`config.mk`:
```
export PLATFORM = sky130hd
export DESIGN_NAME = base64_stream_decoder_top_flat
export DESIGN_NICKNAME = d
export VERILOG_FILES = /design/src/rtl/b64sd_pkg.sv /design/src/rtl/b64sd_char_if.sv /design/src/rtl/b64sd_byte_if.sv /design/src/rtl/b64sd_front.sv /design/src/rtl/b64sd_queue.sv /design/src/rtl/b64sd_back.sv /design/src/rtl/base64_stream_decoder_top.sv /design/src/flat_wrapper.sv
export VERILOG_INCLUDE_DIRS = /design/src /design/src/rtl
export SDC_FILE = /design/constraint.sdc
export NUM_CORES = 1
export LEC_CHECK = 0
export ABC_CLOCK_PERIOD_IN_PS = 2300
export BUFFER_PORTS_ARGS = -buffer_cell sky130_fd_sc_hd__buf_2
export CAP_MARGIN = 20
export CORE_MARGIN = 2
export CORE_UTILIZATION = 42
export DETAILED_ROUTE_END_ITERATION = 10
export HOLD_SLACK_MARGIN = 0.15
export PLACE_DENSITY = 0.73
export SLEW_MARGIN = 20
export SYNTH_ARGS = -nofsm -noshare
export SYNTH_HDL_FRONTEND = slang
export SYNTH_SLANG_ARGS = --single-unit
```
`constraint.sdc`:
```
create_clock -name clk_i -period 2.3 [get_ports clk_i]
set_clock_uncertainty 0.15 [all_clocks]
set_input_delay 0.23 -clock clk_i [delete_from_list [all_inputs] [get_ports clk_i]]
set_output_delay 0.23 -clock clk_i [all_outputs]
set_load 0.005 [all_outputs]
```
`src/rtl/base64_stream_decoder_top_defines.svh`:
```
// ----------------------------------------------------------------------------
// base64 stream decoder assertion macros
// Concurrent check wrappers, compiled out when SYNTH is set.
// ----------------------------------------------------------------------------
`ifndef BASE64_STREAM_DECODER_TOP_DEFINES_SVH
`define BASE64_STREAM_DECODER_TOP_DEFINES_SVH

`ifndef SYNTH
// property must hold on every clock edge outside reset
`define B64SD_ASSERT(lbl, prop, msg) \
  lbl: assert property (@(posedge clk_i) disable iff (!rst_ni) (prop)) else $error(msg);
// condition must never be seen on a clock edge outside reset
`define B64SD_ASSERT_NEVER(lbl, cond, msg) \
  lbl: assert property (@(posedge clk_i) disable iff (!rst_ni) !(cond)) else $error(msg);
`else
`define B64SD_ASSERT(lbl, prop, msg)
`define B64SD_ASSERT_NEVER(lbl, cond, msg)
`endif

`endif

```
`src/rtl/b64sd_pkg.sv`:
```
// ----------------------------------------------------------------------------
// b64sd_pkg
// Shared types and codes of the base64 stream decoder.
// ----------------------------------------------------------------------------
`default_nettype none

package b64sd_pkg;

  // result status codes
  typedef enum logic [2:0] {
    ST_OK      = 3'd0,
    ST_BADCHAR = 3'd1,
    ST_BADPAD  = 3'd2,
    ST_DONE    = 3'd3,
    ST_MISSING = 3'd4,
    ST_HALTED  = 3'd5
  } status_e;

  // character class after the front stage
  typedef enum logic [2:0] {
    KIND_DATA,
    KIND_SPACE,
    KIND_PAD,
    KIND_BAD,
    KIND_END
  } kind_e;

  // one classified request in the queue
  typedef struct packed {
    kind_e      kind;
    logic [5:0] sym;
  } item_t;

  // queue fill flags
  typedef struct packed {
    logic full;
    logic empty;
  } queue_stat_t;

  // decoder status toward the top
  typedef struct packed {
    logic halted;
  } back_stat_t;

endpackage

`default_nettype wire

```
`src/rtl/b64sd_char_if.sv`:
```
// ----------------------------------------------------------------------------
// b64sd_char_if
// Input channel: one text character or an end-of-input mark per request.
// ----------------------------------------------------------------------------
`default_nettype none

interface b64sd_char_if;
  logic       valid;
  logic       ready;
  logic [7:0] in_char;
  logic       end_of_input;

  modport source (output valid, output in_char, output end_of_input, input ready);
  modport sink   (input valid, input in_char, input end_of_input, output ready);
endinterface

`default_nettype wire

```
`src/rtl/b64sd_byte_if.sv`:
```
// ----------------------------------------------------------------------------
// b64sd_byte_if
// Output channel: up to three decoded bytes and a status per request.
// ----------------------------------------------------------------------------
`default_nettype none

interface b64sd_byte_if;
  logic       valid;
  logic       ready;
  logic [7:0] byte_a;
  logic [7:0] byte_b;
  logic [7:0] byte_c;
  logic [1:0] byte_count;
  logic [2:0] status;

  modport source (output valid, output byte_a, output byte_b, output byte_c,
                  output byte_count, output status, input ready);
  modport sink   (input valid, input byte_a, input byte_b, input byte_c,
                  input byte_count, input status, output ready);
endinterface

`default_nettype wire

```
`src/rtl/b64sd_front.sv`:
```
// ----------------------------------------------------------------------------
// b64sd_front
// Accepts characters and maps each to a symbol class and a 6-bit value.
// ----------------------------------------------------------------------------
`default_nettype none

module b64sd_front
  import b64sd_pkg::*;
(
  b64sd_char_if.sink  char_i,
  input  queue_stat_t q_stat_i,
  output logic        push_o,
  output item_t       item_o
);

  // base64 alphabet lookup
  function automatic item_t classify(input logic [7:0] c);
    item_t      it;
    logic [7:0] diff;
    it.kind = KIND_BAD;
    it.sym  = 6'd0;
    diff    = 8'd0;
    if (c >= "A" && c <= "Z") begin
      diff    = c - 8'd65;
      it.kind = KIND_DATA;
      it.sym  = diff[5:0];
    end else if (c >= "a" && c <= "z") begin
      diff    = c - 8'd71;
      it.kind = KIND_DATA;
      it.sym  = diff[5:0];
    end else if (c >= "0" && c <= "9") begin
      diff    = c + 8'd4;
      it.kind = KIND_DATA;
      it.sym  = diff[5:0];
    end else if (c == "+") begin
      it.kind = KIND_DATA;
      it.sym  = 6'd62;
    end else if (c == "/") begin
      it.kind = KIND_DATA;
      it.sym  = 6'd63;
    end else if (c == "=") begin
      it.kind = KIND_PAD;
    end else if ((c >= 8'd9 && c <= 8'd13) || c == 8'd32) begin
      it.kind = KIND_SPACE;
    end
    return it;
  endfunction

  // handshake: take a request whenever the queue has room
  assign char_i.ready = !q_stat_i.full;
  assign push_o       = char_i.valid && !q_stat_i.full;

  // classification, end of input overrides the character
  always_comb begin
    if (char_i.end_of_input) begin
      item_o.kind = KIND_END;
      item_o.sym  = 6'd0;
    end else begin
      item_o = classify(char_i.in_char);
    end
  end

endmodule

`default_nettype wire

```
`src/rtl/b64sd_queue.sv`:
```
// ----------------------------------------------------------------------------
// b64sd_queue
// Small FIFO of classified requests between front and back.
// ----------------------------------------------------------------------------
`default_nettype none

module b64sd_queue
  import b64sd_pkg::*;
#(
  parameter int unsigned Depth = 2
) (
  input  logic        clk_i,
  input  logic        rst_ni,
  input  logic        push_i,
  input  item_t       item_i,
  input  logic        pop_i,
  output item_t       item_o,
  output queue_stat_t stat_o
);

  localparam int unsigned PtrW = (Depth > 1) ? $clog2(Depth) : 1;
  localparam int unsigned CntW = $clog2(Depth + 1);
  localparam logic [PtrW-1:0] LastPtr = PtrW'(Depth - 1);
  localparam logic [CntW-1:0] FullCnt = CntW'(Depth);

  item_t           mem_q [Depth];
  logic [PtrW-1:0] wr_ptr_q, wr_ptr_d;
  logic [PtrW-1:0] rd_ptr_q, rd_ptr_d;
  logic [CntW-1:0] cnt_q, cnt_d;
  logic            do_push, do_pop;

  assign stat_o.full  = (cnt_q == FullCnt);
  assign stat_o.empty = (cnt_q == '0);
  assign do_push      = push_i && !stat_o.full;
  assign do_pop       = pop_i && !stat_o.empty;
  assign item_o       = mem_q[rd_ptr_q];

  // pointer and fill count update
  always_comb begin
    wr_ptr_d = wr_ptr_q;
    rd_ptr_d = rd_ptr_q;
    cnt_d    = cnt_q;
    if (do_push) begin
      wr_ptr_d = (wr_ptr_q == LastPtr) ? '0 : wr_ptr_q + 1'b1;
    end
    if (do_pop) begin
      rd_ptr_d = (rd_ptr_q == LastPtr) ? '0 : rd_ptr_q + 1'b1;
    end
    if (do_push && !do_pop) begin
      cnt_d = cnt_q + 1'b1;
    end else if (do_pop && !do_push) begin
      cnt_d = cnt_q - 1'b1;
    end
  end

  always_ff @(posedge clk_i or negedge rst_ni) begin
    if (!rst_ni) begin
      wr_ptr_q <= '0;
      rd_ptr_q <= '0;
      cnt_q    <= '0;
    end else begin
      wr_ptr_q <= wr_ptr_d;
      rd_ptr_q <= rd_ptr_d;
      cnt_q    <= cnt_d;
    end
  end

  // entry storage
  always_ff @(posedge clk_i) begin
    if (do_push) begin
      mem_q[wr_ptr_q] <= item_i;
    end
  end

endmodule

`default_nettype wire

```
`src/rtl/b64sd_back.sv`:
```
// ----------------------------------------------------------------------------
// b64sd_back
// Group and pad state machine with the registered result stage.
// ----------------------------------------------------------------------------
`default_nettype none

module b64sd_back
  import b64sd_pkg::*;
(
  input  logic        clk_i,
  input  logic        rst_ni,
  input  item_t       item_i,
  input  queue_stat_t q_stat_i,
  output logic        pop_o,
  output back_stat_t  stat_o,
  b64sd_byte_if.source bytes_o
);

  logic [1:0]  pos_q, pos_d;
  logic [17:0] bits_q, bits_d;
  logic        pad_q, pad_d;
  logic [1:0]  foot_q, foot_d;
  logic        halt_q, halt_d;

  logic        out_valid_q;
  logic [7:0]  a_q, a_d, b_q, b_d, c_q, c_d;
  logic [1:0]  cnt_q, cnt_d;
  status_e     st_q, st_d;
  logic [23:0] full_word;

  // take the head request when the result register is free or drains
  assign pop_o         = !q_stat_i.empty && (!out_valid_q || bytes_o.ready);
  assign stat_o.halted = halt_q;
  assign full_word     = {bits_q, item_i.sym};

  // decode step for the head request
  always_comb begin
    pos_d  = pos_q;
    bits_d = bits_q;
    pad_d  = pad_q;
    foot_d = foot_q;
    halt_d = halt_q;
    a_d    = 8'd0;
    b_d    = 8'd0;
    c_d    = 8'd0;
    cnt_d  = 2'd0;
    st_d   = ST_OK;
    if (halt_q) begin
      st_d = ST_HALTED;
    end else begin
      unique case (item_i.kind)
        KIND_END: begin
          halt_d = 1'b1;
          st_d   = ST_MISSING;
        end
        KIND_SPACE: begin
          st_d = ST_OK;
        end
        KIND_BAD: begin
          halt_d = 1'b1;
          st_d   = ST_BADCHAR;
        end
        KIND_PAD: begin
          if (pad_q) begin
            // second pad closes a one-byte group
            pad_d  = 1'b0;
            pos_d  = 2'd0;
            bits_d = 18'd0;
          end else begin
            unique case (pos_q)
              2'd0: begin
                // footer run at a group boundary
                if (foot_q == 2'd3) begin
                  foot_d = 2'd0;
                  halt_d = 1'b1;
                  st_d   = ST_DONE;
                end else begin
                  foot_d = foot_q + 2'd1;
                end
              end
              2'd1: begin
                halt_d = 1'b1;
                st_d   = ST_BADPAD;
              end
              2'd2: begin
                a_d   = bits_q[11:4];
                cnt_d = 2'd1;
                pad_d = 1'b1;
              end
              default: begin
                a_d    = bits_q[17:10];
                b_d    = bits_q[9:2];
                cnt_d  = 2'd2;
                pos_d  = 2'd0;
                bits_d = 18'd0;
              end
            endcase
          end
        end
        KIND_DATA: begin
          if (pad_q || foot_q != 2'd0) begin
            halt_d = 1'b1;
            st_d   = ST_BADPAD;
          end else if (pos_q == 2'd3) begin
            a_d    = full_word[23:16];
            b_d    = full_word[15:8];
            c_d    = full_word[7:0];
            cnt_d  = 2'd3;
            pos_d  = 2'd0;
            bits_d = 18'd0;
          end else begin
            bits_d = {bits_q[11:0], item_i.sym};
            pos_d  = pos_q + 2'd1;
          end
        end
        default: begin
          halt_d = 1'b1;
          st_d   = ST_BADCHAR;
        end
      endcase
    end
  end

  // decoder state
  always_ff @(posedge clk_i or negedge rst_ni) begin
    if (!rst_ni) begin
      pos_q  <= 2'd0;
      bits_q <= 18'd0;
      pad_q  <= 1'b0;
      foot_q <= 2'd0;
      halt_q <= 1'b0;
    end else if (pop_o) begin
      pos_q  <= pos_d;
      bits_q <= bits_d;
      pad_q  <= pad_d;
      foot_q <= foot_d;
      halt_q <= halt_d;
    end
  end

  // result valid flag
  always_ff @(posedge clk_i or negedge rst_ni) begin
    if (!rst_ni) begin
      out_valid_q <= 1'b0;
    end else if (pop_o) begin
      out_valid_q <= 1'b1;
    end else if (bytes_o.ready) begin
      out_valid_q <= 1'b0;
    end
  end

  // result payload
  always_ff @(posedge clk_i) begin
    if (pop_o) begin
      a_q   <= a_d;
      b_q   <= b_d;
      c_q   <= c_d;
      cnt_q <= cnt_d;
      st_q  <= st_d;
    end
  end

  assign bytes_o.valid      = out_valid_q;
  assign bytes_o.byte_a     = a_q;
  assign bytes_o.byte_b     = b_q;
  assign bytes_o.byte_c     = c_q;
  assign bytes_o.byte_count = cnt_q;
  assign bytes_o.status     = st_q;

endmodule

`default_nettype wire

```
`src/rtl/base64_stream_decoder_top.sv`:
```
// Streaming base64 decoder. Each request on char_i carries one text character
// (or an end-of-input mark) and yields exactly one request on bytes_o with up to
// three decoded bytes, a byte count and a status. Whitespace gives an empty ok
// result, a four-pad footer ends the stream and any error or end halts the
// decoder until reset. One character is taken every clock cycle while the queue
// has room: the front classifies it into a small queue, and the back decoder
// retires one queued entry per cycle into the result register while it is free
// or drains, so a result is held in a queue entry and then the result register
// before bytes_o offers it, and the queue absorbs output stalls until it fills.
// The QueueDepth entries set how long the input flows after bytes_o stalls.
// ----------------------------------------------------------------------------
// base64_stream_decoder_top
// Top level: front classifier, request queue and back decoder.
// ----------------------------------------------------------------------------
`default_nettype none

`include "base64_stream_decoder_top_defines.svh"

module base64_stream_decoder_top
  import b64sd_pkg::*;
#(
  parameter int unsigned QueueDepth = 2
) (
  input  logic          clk_i,
  input  logic          rst_ni,
  b64sd_char_if.sink    char_i,
  b64sd_byte_if.source  bytes_o
);

  queue_stat_t q_stat;
  back_stat_t  back_stat;
  logic        push;
  logic        pop;
  item_t       push_item;
  item_t       head_item;

  // character classification
  b64sd_front u_front (
    .char_i   (char_i),
    .q_stat_i (q_stat),
    .push_o   (push),
    .item_o   (push_item)
  );

  // decoupling queue
  b64sd_queue #(
    .Depth (QueueDepth)
  ) u_queue (
    .clk_i  (clk_i),
    .rst_ni (rst_ni),
    .push_i (push),
    .item_i (push_item),
    .pop_i  (pop),
    .item_o (head_item),
    .stat_o (q_stat)
  );

  // decode state and result register
  b64sd_back u_back (
    .clk_i    (clk_i),
    .rst_ni   (rst_ni),
    .item_i   (head_item),
    .q_stat_i (q_stat),
    .pop_o    (pop),
    .stat_o   (back_stat),
    .bytes_o  (bytes_o)
  );

  // checks
  `B64SD_ASSERT(a_halt_sticky, back_stat.halted |=> back_stat.halted, "decoder left halt")
  `B64SD_ASSERT(a_halt_empty,
    (bytes_o.valid && bytes_o.status == ST_HALTED) |-> (bytes_o.byte_count == 2'd0),
    "halted result carries bytes")
  `B64SD_ASSERT(a_byte_c_zero,
    (bytes_o.valid && bytes_o.byte_count != 2'd3) |-> (bytes_o.byte_c == 8'd0),
    "unused third byte not zero")
  `B64SD_ASSERT_NEVER(a_full_ready, q_stat.full && char_i.ready,
    "input ready while queue full")

endmodule

`default_nettype wire
```
`src/flat_wrapper.sv`:
```
// flat-port wrapper written by rule: the top's interface ports become plain ports
module base64_stream_decoder_top_flat import b64sd_pkg::*;
#(
  parameter int unsigned QueueDepth = 2
)
  (clk_i, rst_ni, char_i_valid, char_i_in_char, char_i_end_of_input, char_i_ready, bytes_o_valid, bytes_o_byte_a, bytes_o_byte_b, bytes_o_byte_c, bytes_o_byte_count, bytes_o_status, bytes_o_ready);
  b64sd_char_if char_i_i ();
  b64sd_byte_if bytes_o_i ();
  input  logic clk_i;
  input  logic rst_ni;
  input wire logic [$bits(char_i_i.valid)-1:0] char_i_valid;
  input wire logic [$bits(char_i_i.in_char)-1:0] char_i_in_char;
  input wire logic [$bits(char_i_i.end_of_input)-1:0] char_i_end_of_input;
  output wire logic [$bits(char_i_i.ready)-1:0] char_i_ready;
  output wire logic [$bits(bytes_o_i.valid)-1:0] bytes_o_valid;
  output wire logic [$bits(bytes_o_i.byte_a)-1:0] bytes_o_byte_a;
  output wire logic [$bits(bytes_o_i.byte_b)-1:0] bytes_o_byte_b;
  output wire logic [$bits(bytes_o_i.byte_c)-1:0] bytes_o_byte_c;
  output wire logic [$bits(bytes_o_i.byte_count)-1:0] bytes_o_byte_count;
  output wire logic [$bits(bytes_o_i.status)-1:0] bytes_o_status;
  input wire logic [$bits(bytes_o_i.ready)-1:0] bytes_o_ready;
  assign char_i_i.valid = char_i_valid;
  assign char_i_i.in_char = char_i_in_char;
  assign char_i_i.end_of_input = char_i_end_of_input;
  assign char_i_ready = char_i_i.ready;
  assign bytes_o_valid = bytes_o_i.valid;
  assign bytes_o_byte_a = bytes_o_i.byte_a;
  assign bytes_o_byte_b = bytes_o_i.byte_b;
  assign bytes_o_byte_c = bytes_o_i.byte_c;
  assign bytes_o_byte_count = bytes_o_i.byte_count;
  assign bytes_o_status = bytes_o_i.status;
  assign bytes_o_i.ready = bytes_o_ready;
  base64_stream_decoder_top #(.QueueDepth(QueueDepth)) u_core (.clk_i(clk_i), .rst_ni(rst_ni), .char_i(char_i_i), .bytes_o(bytes_o_i));
endmodule
```
Word-level counts from Yosys, hierarchy flattened
Memories as Yosys holds them, arrays and structs flattened.
Index checks and enable logic that the tools add are counted.
W data, S select, Z words.
- magnitude comparators: 8
- multiplexer cells: 56
- reduce and logical (&&, ||, !) cells: 31
- equal/unequal tests: 14
- bitwise gates (word level): 4
- add/subtract/negate cells: 9
- operators with widths (cell ; number):
    $mux W8 ; 11
    $mux W18 ; 4
    $pmux W8 S2 ; 3
    $pmux W18 S2 ; 1
    $eq A8 B6 Y1 const B ; 4
    $mux W2 ; 16
    $ge A8 B7 Y1 const B ; 2
    $le A8 B7 Y1 const B ; 2
    $pmux W2 S2 ; 4
    $mux W1 ; 12
    $pmux W3 S4 ; 1
    $logic_and A1 B1 Y1 ; 10
    $reduce_and A5 Y1 ; 2
    $mux W9 ; 1
    $eq A2 B2 Y1 const B ; 4
    $ge A8 B4 Y1 const B ; 1
    $ge A8 B6 Y1 const B ; 1
    $le A8 B4 Y1 const B ; 1
    $le A8 B6 Y1 const B ; 1
    $reduce_bool A2 Y1 ; 4
    $add A2 B1 Y2 const B ; 3
    $add A6 B3 Y6 const B ; 1
    $mux W6 ; 1
    $sub A6 B1 Y6 const B ; 1
    other kinds (20) ; 31
- memory bits (writable): 18
- input port bits: 13
- flip-flop bits (word level): 58
- memories kept: 1
- word-level logic and storage cells: 137
- memories (memory ; depth ; width ; read ports ; clocked after Yosys merged registers in ; wr ports ; line ; source):
    u_core.u_queue.mem_q ; 2 ; 9 ; 1 ; 0 ; 1 ; b64sd_queue.sv:26 ; item_t mem_q [Depth];

Depth between registers and ports, before layout
- word-level depth: 11
- depth in mapped cells: 9
- depth with buffers taken out: 7

Cells and area by module
Synthesis repeated with hierarchy kept, for this count alone.
- cell total of the unflattened synthesis: 343
- area, all modules: 4002.6 um^2
- by module, submodules not included (module ; cells each ; area each (um^2) ; instances ; seq. area each (um^2)):
    b64sd_back ; 208 ; 2502.4 ; 1 ; 1496.4
    b64sd_queue ; 47 ; 853.3 ; 1 ; 640.6
    b64sd_front ; 88 ; 646.9 ; 1 ; 0.0

Least setup slack after synthesis
No wires, ideal clock.
- path kind: register to register
- start point: reg u_core.u_back.out_valid_q (netlist: u_core.u_back.bytes_o.valid)
- end point: reg u_core.u_back.pos_q[0]
- setup time: 0.125 ns
- data arrival time: 2.151 ns
- data required time: 2.025 ns
- setup slack: -0.125 ns
- cell stages (with the launch flop): 5
- buffers on the path: 1
- clock period less this slack: 2.425 ns
- cell sequence: dfrtp_1 a21oi_2 nand3_1 buf_2 mux2_2
- longest elaborated chain between the ends: 4
- ends and longest elaborated chain (what ; line ; source):
    start: declaration ; b64sd_back.sv:25 ; logic out_valid_q;
    start signal: assignment ; b64sd_back.sv:144 ; out_valid_q <= 1'b0;
    start signal: assignment ; b64sd_back.sv:146 ; out_valid_q <= 1'b1;
    start signal: assignment ; b64sd_back.sv:148 ; out_valid_q <= 1'b0;
    $logic_not A1 Y1 ; b64sd_back.sv:32 ; assign pop_o = !q_stat_i.empty && (!out_valid_q || bytes_o.ready);
    $logic_or A1 B1 Y1 ; b64sd_back.sv:32 ;
    $logic_and A1 B1 Y1 ; b64sd_back.sv:32 ;
    via u_core.pop ; base64_stream_decoder_top.sv:33 ; logic pop;
    $reduce_and A5 Y1 (no source line) ; - ;
    end signal: assignment ; b64sd_back.sv:133 ; pos_q <= pos_d;
    end: declaration ; b64sd_back.sv:19 ; logic [1:0] pos_q, pos_d;
The timed path passes the listed nets, and every way through them passes these cells.
A chain may end at the register's enable or synchronous reset.

Final worst setup path
- start point: reg u_core.u_queue.rd_ptr_q
- end point: reg u_core.u_back.foot_q[1]
- longest elaborated chain between the ends: 3
- ends and longest elaborated chain (what ; line ; source):
    start: declaration ; b64sd_queue.sv:28 ; logic [PtrW-1:0] rd_ptr_q, rd_ptr_d;
    start signal: assignment ; b64sd_queue.sv:63 ; rd_ptr_q <= rd_ptr_d;
    $mem_v2 Z2 W9 ; - ;
    $eq A3 B2 Y1 ; b64sd_back.sv:51 ; unique case (item_i.kind)
    $reduce_and A5 Y1 (no source line) ; - ;
    end signal: assignment ; b64sd_back.sv:136 ; foot_q <= foot_d;
    end: declaration ; b64sd_back.sv:22 ; logic [1:0] foot_q, foot_d;
Every way passes these cells.

==> impl_results.md <==
* Status: complete, no violations
* Vias post-DR at 2588
* Ant. Diodes at 0
* # setup viols final at 0
* Hold EP: u_core.u_queue.mem_q[0][7]
* Most frequent cells after synthesis: edfxtp_1, dfrtp_1, nor2_1, inv_1, ha_1
* Dominant cell type by area after synthesis: edfxtp_1
* DRC errors left at 0
* Final Net Count at 410
* Synth Flop Type: edfxtp_1
* Fillers at 744
* Clk_lat worst skew at 0.35 ns
* CTS Hold Bufs at 4
* Fin crit share at 90.7%
* Largest net degree at the start of global routing at 30
* Fmax at 0.479 GHz
* Reg-to-Reg Start: u_core.u_queue.rd_ptr_q
* RSZ-0062 raised after global routing: no
* Mapped cell area at 3790 um2
* Worst VDD drop at 0.398 mV
* LEAKAGE at 1.90 nW
* Core Footprint at 8720 um2
* First-pass GRT wire length at 11900 um
* 1st-pass router iterations at 5
* Post-synth EDFFs at 47
* Total clock buffers created by CTS at 9
* Core Rows at 34
* Number of max-cap violations at 0
* CTS tree: yes
* Global route overflow at 0
* Final setup TNS at 0 ns
* IO Pins at 44
* Placer Congestion at 0.879
* Rel. slew slack at 56.6%
* Flop and latch count out of synthesis at 76
* Avg WL per Cell at 14.1 um
* FF-to-FF setup slack at 0.21 ns
* Seq/Total Area, Yosys at 56.4%
* Starting Density at 43.5%
* Worst min-delay path category: primary input to flop
* Net Count, Synth at 344
* Initial antenna violation count at 0
* Syn_area_per_cell at 12.1 um2
* Die ar. at 9800 um2
* Hold Startpoint: char_i_in_char[7]
* Reg-to-reg endpoint: u_core.u_back.foot_q[1]
* Synth top area share at 37.2%
* H-tree Lvls at 3
* Vias per cell at 5.25
* Cells after Synth at 314
* Num Clock Sinks at 76
* Setup Buffers After CTS at 0
* Port Buf Inserts at 43
* Die span in x at 99.0 um
* Final WL at 6970 um
* R2R depth at 5
* Async S/R FF share, synth at 38.2%
* Top-count cell post-synth: edfxtp_1
* Top post-synthesis cells by area: edfxtp_1, dfrtp_1, ha_1
* Worst hold path depth at 3
* Synthesis Warnings at 0
* Initial DRC Count at 119
* Area Overhead vs Synth at 17.6%
* Final min period at 2.09 ns
* Layout cells sized above 1 at 23.6%
* Vias in the first global route at 2554
* Max FO, Critical Path at 8
* CP Launch Type: flop
* Overall routing resource usage at 15.1%
* Count of different cell masters after synthesis at 52
* Clk Tree Root Cell: clkbuf_8
* Remaining antenna violation count at 0
* CTS clock-pin slew for the worst setup and hold paths at 0.07 ns
* CTS Buffer Depth at 2
* PD cells at 898 nW/um2
* Worst-Margin Slew at 0.651 ns
* Worst Path Required at 2.38 ns
* Fin. Hold Viols at 0
* Height of the chip at 99.0 um
* Crit Path Class: flop to flop
* CP Data Arrival Time at 2.17 ns
* Post-CTS Resized at 0
* Post-DP HPWL at 5140 um
* Final Slew Violations at 0
* Critical Path Sink Type: flop
* Overall power at 4.00 mW
-- how the worst max path moves through the flow --
stage               slack (ns)  cells after the start                    start                         endpoint
floorplan                 0.20                      7        char_i_in_char[2]       u_core.u_queue.mem_q[0][6]
global placement          0.09                      8        char_i_in_char[2]       u_core.u_queue.mem_q[1][4]
detailed placement        0.02                      8        char_i_in_char[2]       u_core.u_queue.mem_q[0][4]
CTS                       0.21                      5  u_core.u_queue.rd_ptr_q          u_core.u_back.foot_q[1]
global route              0.01                      6  u_core.u_queue.rd_ptr_q  u_core.u_back.bytes_o.byte_a[6]
finish                    0.21                      5  u_core.u_queue.rd_ptr_q          u_core.u_back.foot_q[1]
-- flip-flops by register name, summed over array words and instances, names as in the netlist --
register / count
u_core.u_back.bits_q: 18
u_core.u_queue.mem_q: 18
u_core.u_back.bytes_o.byte_a: 8
u_core.u_back.bytes_o.byte_b: 8
u_core.u_back.bytes_o.byte_c: 8
u_core.u_back.bytes_o.status: 3
u_core.u_back.bytes_o.byte_count: 2
u_core.u_back.foot_q: 2
u_core.u_back.pos_q: 2
u_core.u_queue.cnt_q: 2
u_core.u_back.bytes_o.valid: 1
u_core.u_back.pad_q: 1
u_core.u_back.stat_o: 1
u_core.u_queue.rd_ptr_q: 1
u_core.u_queue.wr_ptr_q: 1
-- logic make-up (layout without fill, tap and decap cells) --
| group | count (synthesis) | in the layout | share of synthesized area [%] |
|---|---|---|---|
| DFF | 76 | 76 | 56.4 |
| xor gates and xnor gates | 15 | 15 | 3.47 |
| and+or+nand+nor | 87 | 87 | 12.1 |
| buffers and inverters | 33 | 104 | 4.16 |
| muxes | 18 | 18 | 5.05 |
| adders and majority gates | 18 | 18 | 5.88 |
| AOI/OAI and AO/OA | 67 | 67 | 13.0 |
-- through the flow --
step           cells  hold WS, ns  area (um2)  setup slack, ns  util [%]
3_3_place_gp     473        0.135        4230           0.0913      48.5
2_1_floorplan    314       -0.216        3800            0.204         -
5_1_grt          493        0.305        4460           0.0147      51.1
3_5_place_dp     473        0.143        4230           0.0157      48.5
6_report         493        0.238        4460            0.214      51.1
4_1_cts          493        0.226        4460            0.213      51.1
-- area by class of cell --
class                      instances  area (um2)  area share, %
multi-input combinational        205        1500           33.7
clock buffer                      10         128           2.86
tap                              108         135           3.03
timing repair buffer              69         420           9.43
inverter                          19        71.3           1.60
sequential                        76        2140           47.9
clock inverter                     6        63.8           1.43
-- layout by cell type (no fill, tap or decap), drive strengths merged, types with 4 or more instances in the layout --
master / count
buf: 65
edfxtp: 47
dfrtp: 29
nor2: 27
inv: 20
ha: 17
o21ai: 12
mux2i: 12
a22o: 11
nand2: 10
xor2: 10
and2: 10
a21oi: 10
clkbuf: 10
nor3: 9
nand3: 8
a22oi: 6
o2bb2ai: 6
mux2: 6
xnor2: 5
nand2b: 4
dlygate4sd3: 4
-- critical path: stages (launching register included) --
cell     delay, ns
dfrtp_1       0.50
nor3_1        0.23
a21oi_1       0.13
or3_1         0.41
nor2_1        0.20
mux2_2        0.35
-- per-layer routing --
| metal | GRT usage, % | wire (um) | vias up |
|---|---|---|---|
| li1 | - | - | 1290 |
| met1 | 18.2 | 3040 | 1223 |
| met2 | 26.4 | 3490 | 63 |
| met3 | 2.98 | 312 | 12 |
| met4 | 6.32 | 114 | 0 |
| met5 | 0 | 0 | - |
-- power by group --
group	switching, mW	internal (mW)
clock network	0.483	0.501
registers	0.154	1.83
logic	0.587	0.452
(Power assumes the default switching activity.)
